$ cat config.mk
export PLATFORM = sky130hd
export DESIGN_NAME = token_scanner_with_semicolon_insert
export DESIGN_NICKNAME = d
export VERILOG_FILES = /design/src/hdl/tss_pkg.sv /design/src/hdl/tss_core.sv /design/src/hdl/token_scanner_with_semicolon_insert.sv
export SDC_FILE = /design/constraint.sdc
export NUM_CORES = 2
export LEC_CHECK = 0
export ABC_CLOCK_PERIOD_IN_PS = 30100
export BUFFER_PORTS_ARGS = -buffer_cell sky130_fd_sc_hd__buf_2
export CAP_MARGIN = 10
export CORE_ASPECT_RATIO = 2
export CORE_MARGIN = 4
export CORE_UTILIZATION = 35
export DETAILED_ROUTE_END_ITERATION = 7
export PLACE_DENSITY_LB_ADDON = 0.08
export SKIP_CTS_REPAIR_TIMING = 1
export SLEW_MARGIN = 15
export SYNTH_ARGS = -nofsm -noshare
export SYNTH_HDL_FRONTEND = slang
export SYNTH_SLANG_ARGS = --single-unit
$ cat constraint.sdc
create_clock -name aclk -period 30.1 [get_ports aclk]
set_clock_uncertainty 0.2 [all_clocks]
set_input_delay 4.515 -clock aclk [delete_from_list [all_inputs] [get_ports aclk]]
set_output_delay 4.515 -clock aclk [all_outputs]
set_load 0.01 [all_outputs]
$ cat src/hdl/tss_pkg.sv
// Shared types, token codes and helper functions for the token scanner.
`timescale 1ns / 1ps
package tss_pkg;

    // Token kinds
    localparam logic [5:0] K_CHAR   = 6'd0;
    localparam logic [5:0] K_SEMI   = 6'd1;
    localparam logic [5:0] K_NUM    = 6'd2;
    localparam logic [5:0] K_REAL   = 6'd3;
    localparam logic [5:0] K_IDENT  = 6'd4;
    localparam logic [5:0] K_IF     = 6'd5;
    localparam logic [5:0] K_ELSE   = 6'd6;
    localparam logic [5:0] K_FOR    = 6'd7;
    localparam logic [5:0] K_BREAK  = 6'd8;
    localparam logic [5:0] K_CONT   = 6'd9;
    localparam logic [5:0] K_FUNC   = 6'd10;
    localparam logic [5:0] K_RETURN = 6'd11;
    localparam logic [5:0] K_TRUE   = 6'd12;
    localparam logic [5:0] K_FALSE  = 6'd13;
    localparam logic [5:0] K_STRING = 6'd14;
    localparam logic [5:0] K_OROR   = 6'd15;
    localparam logic [5:0] K_ANDAND = 6'd17;
    localparam logic [5:0] K_EQEQ   = 6'd19;
    localparam logic [5:0] K_PLUSEQ = 6'd21;
    localparam logic [5:0] K_MINEQ  = 6'd23;
    localparam logic [5:0] K_MULEQ  = 6'd25;
    localparam logic [5:0] K_DIVEQ  = 6'd27;
    localparam logic [5:0] K_MODEQ  = 6'd29;
    localparam logic [5:0] K_GE     = 6'd31;
    localparam logic [5:0] K_LE     = 6'd33;
    localparam logic [5:0] K_NE     = 6'd35;
    localparam logic [5:0] K_LPAR   = 6'd37;
    localparam logic [5:0] K_RPAR   = 6'd38;
    localparam logic [5:0] K_LBRACE = 6'd39;
    localparam logic [5:0] K_RBRACE = 6'd40;
    localparam logic [5:0] K_LBRACK = 6'd41;
    localparam logic [5:0] K_RBRACK = 6'd42;
    localparam logic [5:0] K_COMMA  = 6'd43;
    localparam logic [5:0] K_END    = 6'd44;
    localparam logic [5:0] K_ERROR  = 6'd45;

    // Scanner modes
    localparam logic [2:0] M_IDLE   = 3'd0;
    localparam logic [2:0] M_INT    = 3'd1;
    localparam logic [2:0] M_FRAC   = 3'd2;
    localparam logic [2:0] M_IDENT  = 3'd3;
    localparam logic [2:0] M_STRING = 3'd4;
    localparam logic [2:0] M_ESCAPE = 3'd5;
    localparam logic [2:0] M_OPER   = 3'd6;

    typedef struct packed {
        logic [5:0]  kind;
        logic [7:0]  ch;
        logic [30:0] iv;
        logic [29:0] fv;
        logic [3:0]  fd;
        logic [31:0] line;
        logic        last;
    } res_t;

    // Core to output queue: up to two results per transaction
    typedef struct packed {
        logic [1:0] count;
        res_t       r0;
        res_t       r1;
    } step_out_t;

    function automatic logic is_digit(input logic [7:0] c);
        return (c >= "0") && (c <= "9");
    endfunction

    function automatic logic is_alpha(input logic [7:0] c);
        return ((c >= "a") && (c <= "z")) || ((c >= "A") && (c <= "Z"));
    endfunction

    function automatic logic is_op_start(input logic [7:0] c);
        return (c == "|") || (c == "&") || (c == "=") || (c == "+") || (c == "-") ||
               (c == "*") || (c == "/") || (c == "%") || (c == ">") || (c == "<") ||
               (c == "!");
    endfunction

    function automatic logic [5:0] op_kind(input logic [7:0] op, input logic paired);
        logic [5:0] base;
        case (op)
            "|":     base = K_OROR;
            "&":     base = K_ANDAND;
            "=":     base = K_EQEQ;
            "+":     base = K_PLUSEQ;
            "-":     base = K_MINEQ;
            "*":     base = K_MULEQ;
            "/":     base = K_DIVEQ;
            "%":     base = K_MODEQ;
            ">":     base = K_GE;
            "<":     base = K_LE;
            default: base = K_NE;
        endcase
        return paired ? base : base + 6'd1;
    endfunction

    // Window holds first char in the low byte; unused bytes are zero.
    function automatic logic [5:0] word_kind(input logic [63:0] w, input logic [3:0] len);
        logic [63:0] r;
        logic [5:0]  k;
        for (int i = 0; i < 8; i++) begin
            r[63 - 8*i -: 8] = w[8*i +: 8];
        end
        k = K_IDENT;
        case (len)
            4'd2: if (r[63:48] == "if") k = K_IF;
            4'd3: if (r[63:40] == "for") k = K_FOR;
            4'd4: begin
                if (r[63:32] == "else") k = K_ELSE;
                else if (r[63:32] == "func") k = K_FUNC;
                else if (r[63:32] == "true") k = K_TRUE;
            end
            4'd5: begin
                if (r[63:24] == "break") k = K_BREAK;
                else if (r[63:24] == "false") k = K_FALSE;
            end
            4'd6: if (r[63:16] == "return") k = K_RETURN;
            4'd8: if (r == "continue") k = K_CONT;
            default: k = K_IDENT;
        endcase
        return k;
    endfunction

    function automatic logic needs_semi(input logic [5:0] k);
        return (k == K_IDENT) || (k == K_NUM) || (k == K_REAL) || (k == K_TRUE) ||
               (k == K_FALSE) || (k == K_RPAR) || (k == K_RBRACE) || (k == K_BREAK) ||
               (k == K_RETURN) || (k == K_CONT);
    endfunction

endpackage

$ cat src/hdl/tss_core.sv
// Scanner state and combinational step logic for one source transaction.
`timescale 1ns / 1ps
module tss_core #(
    parameter int KEYWORD_CHARS   = 8,
    parameter int FRAC_DIGITS_MAX = 9,
    parameter int INT_BITS        = 31
) (
    input  logic               aclk,
    input  logic               aresetn,
    input  logic               step_en,
    input  logic [7:0]         src_byte,
    input  logic               src_end,
    output tss_pkg::step_out_t step_out
);
    import tss_pkg::*;

    localparam int FRAC_W = 4 * FRAC_DIGITS_MAX;
    localparam int FC_W   = $clog2(FRAC_DIGITS_MAX + 1);
    localparam int KW_IW  = $clog2(KEYWORD_CHARS);
    localparam logic [INT_BITS-1:0] INT_MAX = '1;

    logic [2:0]          mode_reg, mode_next;
    logic [INT_BITS-1:0] acc_reg, acc_next;
    logic [FRAC_W-1:0]   frac_reg, frac_next;
    logic [FC_W-1:0]     fcnt_reg, fcnt_next;
    logic [7:0]          win_reg [KEYWORD_CHARS];
    logic [7:0]          win_next [KEYWORD_CHARS];
    logic [3:0]          ilen_reg, ilen_next;
    logic [7:0]          pop_reg, pop_next;
    logic [5:0]          prev_reg, prev_next;
    logic [31:0]         line_reg, line_next;

    logic [63:0]         win64;
    res_t                res [2];
    logic [1:0]          n;
    logic                again;
    logic [7:0]          esc_v;
    logic [7:0]          want;
    logic [7:0]          c;
    logic [3:0]          dig;

    function automatic logic [INT_BITS-1:0] add_digit(input logic [INT_BITS-1:0] a,
                                                      input logic [3:0] d);
        logic [INT_BITS+3:0] w;
        w = ({4'b0, a} << 3) + ({4'b0, a} << 1) + {{INT_BITS{1'b0}}, d};
        return (w > {4'b0, INT_MAX}) ? INT_MAX : w[INT_BITS-1:0];
    endfunction

    always_comb begin
        logic [63:0]  iw;
        logic [127:0] fw;
        logic [7:0]   cw;
        logic [5:0]   kk;
        mode_next = mode_reg; acc_next = acc_reg; frac_next = frac_reg;
        fcnt_next = fcnt_reg; win_next = win_reg; ilen_next = ilen_reg;
        pop_next = pop_reg; prev_next = prev_reg; line_next = line_reg;
        n = 2'd0; again = 1'b1; res[0] = '0; res[1] = '0;
        c = src_byte; dig = src_byte[3:0];
        iw = '0; fw = '0; cw = '0; kk = '0;
        win64 = '0;
        for (int i = 0; i < 8; i++) begin
            win64[8*i +: 8] = win_reg[i];
        end
        esc_v = 8'd0;
        want = ((pop_reg == "|") || (pop_reg == "&")) ? pop_reg : 8'("=");

        // first half: the open token consumes the byte or closes
        case (mode_reg)
            M_INT: begin
                if (!src_end && is_digit(c)) begin
                    acc_next = add_digit(acc_reg, dig); again = 1'b0;
                end else if (!src_end && c == ".") begin
                    mode_next = M_FRAC; again = 1'b0;
                end else begin
                    iw = 64'(acc_reg);
                    res[0] = '{kind: K_NUM, ch: 8'd0, iv: iw[30:0], fv: 30'd0, fd: 4'd0,
                               line: line_next, last: 1'b0};
                    n = 2'd1;
                end
            end
            M_FRAC: begin
                if (!src_end && is_digit(c)) begin
                    if (fcnt_reg < FC_W'(FRAC_DIGITS_MAX)) begin
                        frac_next = (frac_reg << 3) + (frac_reg << 1) + FRAC_W'(dig);
                        fcnt_next = fcnt_reg + 1'b1;
                    end
                    again = 1'b0;
                end else begin
                    iw = 64'(acc_reg); fw = 128'(frac_reg); cw = 8'(fcnt_reg);
                    res[0] = '{kind: K_REAL, ch: 8'd0, iv: iw[30:0], fv: fw[29:0],
                               fd: cw[3:0], line: line_next, last: 1'b0};
                    n = 2'd1;
                end
            end
            M_IDENT: begin
                if (!src_end && (is_alpha(c) || is_digit(c))) begin
                    if ({1'b0, ilen_reg} < 5'(KEYWORD_CHARS))
                        win_next[ilen_reg[KW_IW-1:0]] = c;
                    if (ilen_reg != 4'd15) ilen_next = ilen_reg + 4'd1;
                    res[0] = '{kind: K_CHAR, ch: c, iv: '0, fv: '0, fd: '0,
                               line: line_next, last: 1'b0};
                    n = 2'd1; again = 1'b0;
                end else begin
                    res[0] = '{kind: word_kind(win64, ilen_reg), ch: '0, iv: '0, fv: '0,
                               fd: '0, line: line_next, last: 1'b0};
                    n = 2'd1;
                end
            end
            M_STRING: begin
                if (src_end) begin
                    res[0] = '{kind: K_ERROR, ch: '0, iv: '0, fv: '0, fd: '0,
                               line: line_next, last: 1'b0};
                    n = 2'd1;
                end else begin
                    again = 1'b0;
                    if (c == "\"") begin
                        res[0] = '{kind: K_STRING, ch: '0, iv: '0, fv: '0, fd: '0,
                                   line: line_next, last: 1'b0};
                        n = 2'd1; mode_next = M_IDLE;
                    end else if (c == "\\") begin
                        mode_next = M_ESCAPE;
                    end else begin
                        res[0] = '{kind: K_CHAR, ch: c, iv: '0, fv: '0, fd: '0,
                                   line: line_next, last: 1'b0};
                        n = 2'd1;
                    end
                end
            end
            M_ESCAPE: begin
                if (!src_end) begin
                    case (c)
                        "n":     esc_v = 8'd10;
                        "t":     esc_v = 8'd9;
                        "b":     esc_v = 8'd8;
                        "f":     esc_v = 8'd12;
                        "r":     esc_v = 8'd13;
                        "\"":    esc_v = 8'd34;
                        "\\":    esc_v = 8'd92;
                        default: esc_v = 8'd0;
                    endcase
                end
                if (esc_v != 8'd0) begin
                    res[0] = '{kind: K_CHAR, ch: esc_v, iv: '0, fv: '0, fd: '0,
                               line: line_next, last: 1'b0};
                    n = 2'd1; mode_next = M_STRING; again = 1'b0;
                end else begin
                    res[0] = '{kind: K_ERROR, ch: '0, iv: '0, fv: '0, fd: '0,
                               line: line_next, last: 1'b0};
                    n = 2'd1;
                end
            end
            M_OPER: begin
                if (!src_end && c == want) begin
                    kk = op_kind(pop_reg, 1'b1);
                    mode_next = M_IDLE; again = 1'b0;
                end else begin
                    kk = op_kind(pop_reg, 1'b0);
                end
                res[0] = '{kind: kk, ch: '0, iv: '0, fv: '0, fd: '0,
                           line: line_next, last: 1'b0};
                n = 2'd1; pop_next = 8'd0;
            end
            default: ;
        endcase

        if (n != 2'd0 && res[0].kind != K_CHAR) prev_next = res[0].kind;

        // second half: byte handled between tokens
        if (again) begin
            mode_next = M_IDLE;
            kk = K_CHAR;
            if (src_end) begin
                kk = K_END;
            end else if (c == " " || c == "\t") begin
                kk = K_CHAR;
            end else if (c == "\n") begin
                if (line_reg != 32'hFFFF_FFFF) line_next = line_reg + 32'd1;
                if (needs_semi(prev_next)) kk = K_SEMI;
            end else if (is_digit(c) || c == ".") begin
                frac_next = '0; fcnt_next = '0;
                if (c == ".") begin
                    acc_next = '0; mode_next = M_FRAC;
                end else begin
                    acc_next = add_digit('0, dig); mode_next = M_INT;
                end
            end else if (is_alpha(c)) begin
                for (int i = 0; i < KEYWORD_CHARS; i++) win_next[i] = 8'd0;
                win_next[0] = c; ilen_next = 4'd1; mode_next = M_IDENT;
                res[n[0]] = '{kind: K_CHAR, ch: c, iv: '0, fv: '0, fd: '0,
                              line: line_next, last: 1'b0};
                n = n + 2'd1;
            end else if (c == "\"") begin
                mode_next = M_STRING;
            end else if (is_op_start(c)) begin
                pop_next = c; mode_next = M_OPER;
            end else begin
                case (c)
                    "(":     kk = K_LPAR;
                    ")":     kk = K_RPAR;
                    "{":     kk = K_LBRACE;
                    "}":     kk = K_RBRACE;
                    "[":     kk = K_LBRACK;
                    "]":     kk = K_RBRACK;
                    ";":     kk = K_SEMI;
                    ",":     kk = K_COMMA;
                    default: kk = K_ERROR;
                endcase
            end
            if (kk != K_CHAR) begin
                res[n[0]] = '{kind: kk, ch: '0, iv: '0, fv: '0, fd: '0,
                              line: line_next, last: 1'b0};
                n = n + 2'd1;
                prev_next = kk;
            end
        end

        if (n == 2'd1) res[0].last = 1'b1;
        if (n == 2'd2) res[1].last = 1'b1;
    end

    assign step_out = '{count: n, r0: res[0], r1: res[1]};

    always_ff @(posedge aclk) begin
        if (!aresetn) begin
            mode_reg <= M_IDLE;
            acc_reg  <= '0;
            frac_reg <= '0;
            fcnt_reg <= '0;
            for (int i = 0; i < KEYWORD_CHARS; i++) win_reg[i] <= 8'd0;
            ilen_reg <= 4'd0;
            pop_reg  <= 8'd0;
            prev_reg <= K_CHAR;
            line_reg <= 32'd1;
        end else if (step_en) begin
            mode_reg <= mode_next;
            acc_reg  <= acc_next;
            frac_reg <= frac_next;
            fcnt_reg <= fcnt_next;
            win_reg  <= win_next;
            ilen_reg <= ilen_next;
            pop_reg  <= pop_next;
            prev_reg <= prev_next;
            line_reg <= line_next;
        end
    end

endmodule

$ cat src/hdl/token_scanner_with_semicolon_insert.sv
// Top level of the streaming token scanner with semicolon insertion.
`timescale 1ns / 1ps
// Streaming lexer: one source byte (or end mark on s_axis_tuser) per input
// transaction, accepted every cycle while the result queue has room for two
// results. Each byte is scanned in the same cycle it is accepted; the scanner
// state updates at that edge, and the zero to two tokens it causes go into a
// four-entry result queue. The output side drains one token per cycle while
// m_axis_tready is high, so the sustained rate is one byte per cycle while
// bytes average at most one token (identifier and string characters, closing
// tokens); a byte that makes two tokens queues both. m_axis_tlast marks the
// final token produced by a byte. Newlines after identifiers, numbers, reals,
// true, false, ')', '}', break, return or continue add a semicolon token.
module token_scanner_with_semicolon_insert #(
    parameter int KEYWORD_CHARS   = 8,
    parameter int FRAC_DIGITS_MAX = 9,
    parameter int INT_BITS        = 31
) (
    input  logic         aclk,
    input  logic         aresetn,
    input  logic         s_axis_tvalid,
    output logic         s_axis_tready,
    input  logic [7:0]   s_axis_tdata,   // [7:0] source_byte
    input  logic         s_axis_tuser,   // [0] end_of_text
    output logic         m_axis_tvalid,
    input  logic         m_axis_tready,
    // [5:0] token_kind, [13:6] char_value, [44:14] int_value,
    // [74:45] frac_value, [78:75] frac_digits, [110:79] line_number, [111] zero
    output logic [111:0] m_axis_tdata,
    output logic         m_axis_tlast    // last_of_run
);
    import tss_pkg::*;

    step_out_t  step;
    logic       s_fire, m_fire;
    res_t       q_reg [4];
    logic [1:0] wr_reg, rd_reg;
    logic [2:0] cnt_reg, cnt_next;
    res_t       head;

    assign s_axis_tready = (cnt_reg < 3'd3);
    assign s_fire = s_axis_tvalid && s_axis_tready;
    assign m_fire = m_axis_tvalid && m_axis_tready;

    tss_core #(
        .KEYWORD_CHARS  (KEYWORD_CHARS),
        .FRAC_DIGITS_MAX(FRAC_DIGITS_MAX),
        .INT_BITS       (INT_BITS)
    ) u_core (
        .aclk    (aclk),
        .aresetn (aresetn),
        .step_en (s_fire),
        .src_byte(s_axis_tdata),
        .src_end (s_axis_tuser),
        .step_out(step)
    );

    // result queue
    always_comb begin
        cnt_next = cnt_reg;
        if (s_fire) cnt_next = cnt_next + 3'(step.count);
        if (m_fire) cnt_next = cnt_next - 3'd1;
    end

    always_ff @(posedge aclk) begin
        if (s_fire && step.count != 2'd0) q_reg[wr_reg] <= step.r0;
        if (s_fire && step.count == 2'd2) q_reg[wr_reg + 2'd1] <= step.r1;
    end

    always_ff @(posedge aclk) begin
        if (!aresetn) begin
            wr_reg  <= 2'd0;
            rd_reg  <= 2'd0;
            cnt_reg <= 3'd0;
        end else begin
            if (s_fire) wr_reg <= wr_reg + step.count;
            if (m_fire) rd_reg <= rd_reg + 2'd1;
            cnt_reg <= cnt_next;
        end
    end

    assign head          = q_reg[rd_reg];
    assign m_axis_tvalid = (cnt_reg != 3'd0);
    assign m_axis_tdata  = {1'b0, head.line, head.fd, head.fv, head.iv, head.ch, head.kind};
    assign m_axis_tlast  = head.last;

endmodule

# Yosys cells after proc, flatten, opt, wreduce, memory -nomap -nowiden

Memories as Yosys holds them, arrays and structs flattened. A register that Yosys moved wholly into a read port is not among the register bits.
Index checks and enable logic that the tools add are counted.
Widths: inputs -> output; s select.

Add/sub/neg operators: 15
Order comparisons: 17
Equal/unequal tests: 82
Multiplexer cells: 165
Bitwise gates (word level): 3
Reduce and logical (&&, ||, !) cells: 50

Operators by type and width:

| operator             | count |
|---|---|
| $mux 224             | 8 |
| $mux 112             | 7 |
| $pmux 112 s6         | 1 |
| $mux 64              | 9 |
| $bwmux 224           | 2 |
| $mux 31              | 10 |
| $mux 36              | 8 |
| $demux 112 s1        | 2 |
| $mux 108             | 2 |
| $eq 8x6->1 const B   | 26 |
| $mux 32              | 5 |
| $mux 106             | 1 |
| $mux 8               | 13 |
| $mux 6               | 17 |
| $eq 32x31->1 const B | 3 |
| $eq 8x7->1 const B   | 12 |
| $mux 4               | 21 |
| $eq 40x39->1 const B | 2 |
| $bwmux 64            | 1 |
| $eq 64x63->1 const B | 1 |
| $pmux 6 s10          | 1 |
| $mux 3               | 17 |
| $pmux 7 s7           | 1 |
| $eq 48x47->1 const B | 1 |
| other kinds (65)     | 161 |

Bits in registers: 195
Memory bits (writable): 448
Bits of input ports: 13
Output and inout port bits: 115
Logic and storage cells: 352
Memories: 1

Memory list:

| name  | words | width | rd ports | clocked after memory_dff | wr ports | RTL line                                  | text |
|---|---|---|---|---|---|---|---|
| q_reg | 4     | 112   | 1        | 1                        | 2        | token_scanner_with_semicolon_insert.sv:35 | `res_t q_reg [4];` |

# Logic depth before layout (Yosys ltp)

Depth in word-level cells: 35
Depth in mapped cells: 26
Gate-level depth less buffers: 24

# Modules after synthesis

A second synthesis with hierarchy kept.

Cell total of the unflattened synthesis: 3273
Area, all modules: 38271.7 um^2

By module, submodules not included:

| module                              | times used | cells each | area each (um^2) | seq. area each (um^2) |
|---|---|---|---|---|
| token_scanner_with_semicolon_insert | 1          | 1162       | 22492.8          | 13633.1 |
| tss_core                            | 1          | 2111       | 15778.9          | 3643.5 |

# Worst setup path before layout

No wires, ideal clock.

Kind: input-to-reg
Start point: in s_axis_tdata[7]
End point: mem q_reg[3][0] (netlist name), enable pin
Library setup time: 596 ps
Arrival time: 13164 ps
Required time: 29304 ps
Path slack: 16140 ps
Stages on the path: 17
Path buffers: 2
Cells stage by stage: clkbuf_1 -> and2b_1 -> nand2_1 -> or4_1 -> a41oi_1 -> a21oi_1 -> a211oi_1 -> nor4b_2 -> a31o_2 -> o21ai_1 -> a221o_1 -> and3_1 -> buf_2 -> and4_1 -> nor3_1 -> mux2i_1 -> nor2b_1

RTL lines:

| item            | RTL line                                  | text |
|---|---|---|
| start, declared | token_scanner_with_semicolon_insert.sv:22 | `input logic [7:0] s_axis_tdata,` |
| end, declared   | token_scanner_with_semicolon_insert.sv:35 |  |

==> reports/qor.txt <==
Max-slew violation count: 0
Clock tree buffer depth: 3
Port bufs: 126
Initial DRC Count: 1561
Register area share after synthesis: 49.2%
Hold depth: 2
Vias in the first global route: 26626
FFs w/ async S/R, synth: 0%
# H-tree levels: 2
Footprint of the multi-input gates: 17000 µm²
Cts bufs inserted: 60
CTS clk-pin slew, worst paths: 0.07 ns
Routability Congestion: 0.851
Top delay family on crit path: compound AO/OA/AOI/OAI gates
Antenna violations before repair: 2
Final Hold Vio Count: 0
CTS Root Cell: clkbuf_16
Yosys reg bits: 639
Die H: 456 µm
VDD IR max: 70.2 µV
Syn_area_per_cell: 11.0 µm²
Depth of the most critical reg-to-reg path: 18
Horiz. Die Dim: 232 µm
Setup TNS: 0 ns
Most used DFF post-synth: edfxtp_1
Register area: 17300 µm²
Gr usage total: 20.4%
Reg-to-Reg Start: u_core.ilen_reg[1]
Worst setup startpoint: s_axis_tdata[2]
DRC: 0
XOR/XNOR Fraction of Synth Area: 1.65%
Detailed-route via count: 25528
Req. time, crit path: 30.19 ns
Largest family of logic cells by synthesized area: simple AND/OR/NAND/NOR gates
Critical setup path kind: input pin to flop
Outcome: completed
1st-pass router iterations: 7
Nature of the critical path endpoint: flop
Post-Synthesis Cells: 3205
Worst path arrival time: 11.72 ns
Worst-margin pin slew: 1.04 ns
Hold Crit Start: u_core.win64[55]
Worst hold slack: 0.235 ns
FF-to-FF End: q_reg[1][30]
Period utilization: 38.6%
Worst-path cell chain: buf_2, mux2_2, o2bb2ai_1, o21ai_0, a41oi_1, a21oi_1, a211oi_1, nor4b_2, a31o_2, o21ai_1, a221o_1, a31oi_4, a22oi_2, nor2_2, mux2i_1, nor2_4, buf_4
Endpoints failing setup: 0
Total Wirelength: 109 mm
Top-count cell post-synth: edfxtp_1
DR WL/cell: 23.8 µm
First-pass GRT wire length: 166 mm
Largest net degree at the start of global routing: 72
Simple-gate share of the synthesized area: 17.7%
Final #Nets: 3360
Layout overhead on the synthesized area: 11.2%
Worst path max stage delay: 0.89 ns
R2R setup slack: 21.89 ns
Core Box Area: 99700 µm²
DIE AREA: 106000 µm²
Synth area leader: edfxtp_1
Post-synth EDFFs: 448
CP max-delay cell: a31oi_4
Worst path buffer plus inverter count: 2
CTS Sinks: 639
Total of max-cap violations: 0
Mapped Area: 35100 µm²
Final HPWL DP: 72.6 mm
Row cnt: 164
ANT nets after route: 0
Yosys Warn Count: 0
PD cells: 79.0 nW/µm²
CP max FO: 47
Slew margin rel.: 29.0%
Adder-cell share of the synthesized area: 4.79%
Post-synth top cells: edfxtp_1 (448), nor2_1 (306), nand2_1 (273), dfxtp_1 (191)
Layout cells sized above 1: 14.5%
Hold EP: u_core.win64[55]
Area contributors post-synth: edfxtp_1 (38%), dfxtp_1 (11%), mux4_2 (7.2%)
Clk_lat worst skew: 0.68 ns
CTS tree: yes
Vias per Instance: 5.55
Fill count: 9763
Fin crit period: 11.63 ns
Syn nets: 3350
Synth Area in Compound Gates: 10.7%
Leakage: 0.0147 µW
Mux cell area share after synthesis: 13.1%
Crit path launch type: input pin
# IOs: 128
Synth top area share: 38.3%
Grt total ovfl: 0
Unrepaired setup endpoints after global routing: no
Max reg flops: 448
Post-synth cell types: 89
Worst hold path type: flop to flop
Initial core utilization: 35.2%
Max Fclk: 86.0 MHz
area by class of cell:
class	count	share of cell area (%)
Antenna cell	2	0.0128
Clock buffer	71	4.05
Clock inverter	43	1.25
Inverter	34	0.327
Multi-Input combinational cell	2316	43.4
Sequential cell	639	44.2
Tap cell	1328	4.25
Timing Repair Buffer	164	2.43
worst max-delay path by stage:
stage	endpoint	slack [ns]	cells after the start
finish	q_reg[1][30]	18.47	17
global route	q_reg[1][10]	18.08	17
CTS	q_reg[1][3]	18.52	17
detailed placement	q_reg[1][17]	17.81	17
global placement	q_reg[1][9]	17.98	17
floorplan	q_reg[3][0]	16.14	17
stage by stage:
step,instances,setup WS (ns),power (µW),instance area (µm²),utilization [%]
after CTS,4593,18.52,3140,39000,39.1
final,4597,18.47,3080,39100,39.2
after floorplan,3205,16.14,1880,35100,-
after global placement,4479,17.98,2290,36900,37.0
after detailed placement,4479,17.81,2310,36900,37.0
after global routing,4597,18.08,3240,39100,39.2
cell usage in the layout, fill, tap and decap left out, types with 53 or more instances in the layout:
master	instances
and2_1	163
o21ai_0	153
clkbuf_16	60
nand2_1	270
nor2_1	299
or3_1	53
edfxtp_1	448
mux4_2	112
mux2i_1	153
nand3_1	93
buf_2	125
nor3_1	89
a21oi_1	141
dfxtp_1	189
ha_1	128
nor2b_1	63
kinds of logic after synthesis:
family / Yosys count
muxes: 312
AOI/OAI and AO/OA: 581
adders and majority gates: 132
other: 1
xor gates and xnor gates: 66
DFF: 639
and+or+nand+nor: 1224
buffers and inverters: 250
worst register-to-register path: stages (launching register included):
cell and delay [ns]:
dfxtp_1 0.44, inv_1 0.15, ha_1 0.27, nor4bb_1 0.51, nand4_1 0.16, nor4_1 0.65
nor2_1 0.13, a211o_1 0.38, a211oi_2 0.61, and2_1 0.29, a41oi_1 0.16, a2bb2oi_1 0.17
a221o_1 0.48, a31oi_4 0.89, a22oi_2 0.32, nor2_2 0.28, mux2i_1 0.21, nor2_4 0.61
buf_4 0.85
power by group:
group          switching, µW  total [µW]  internal, µW
Combinational            723        1070           351
Sequential              55.6        1190          1130
Clock                    365         821           455
Total                   1140        3080          1940
layer usage:
layer,part of all wire (%),up-vias,track usage [%]
li1,-,11975,-
met2,55,608,39.8
met3,3.7,159,2.21
met5,0,-,0
met4,3.5,0,7.12
met1,37,12786,22.3
Power figures use the tool's default switching activity.
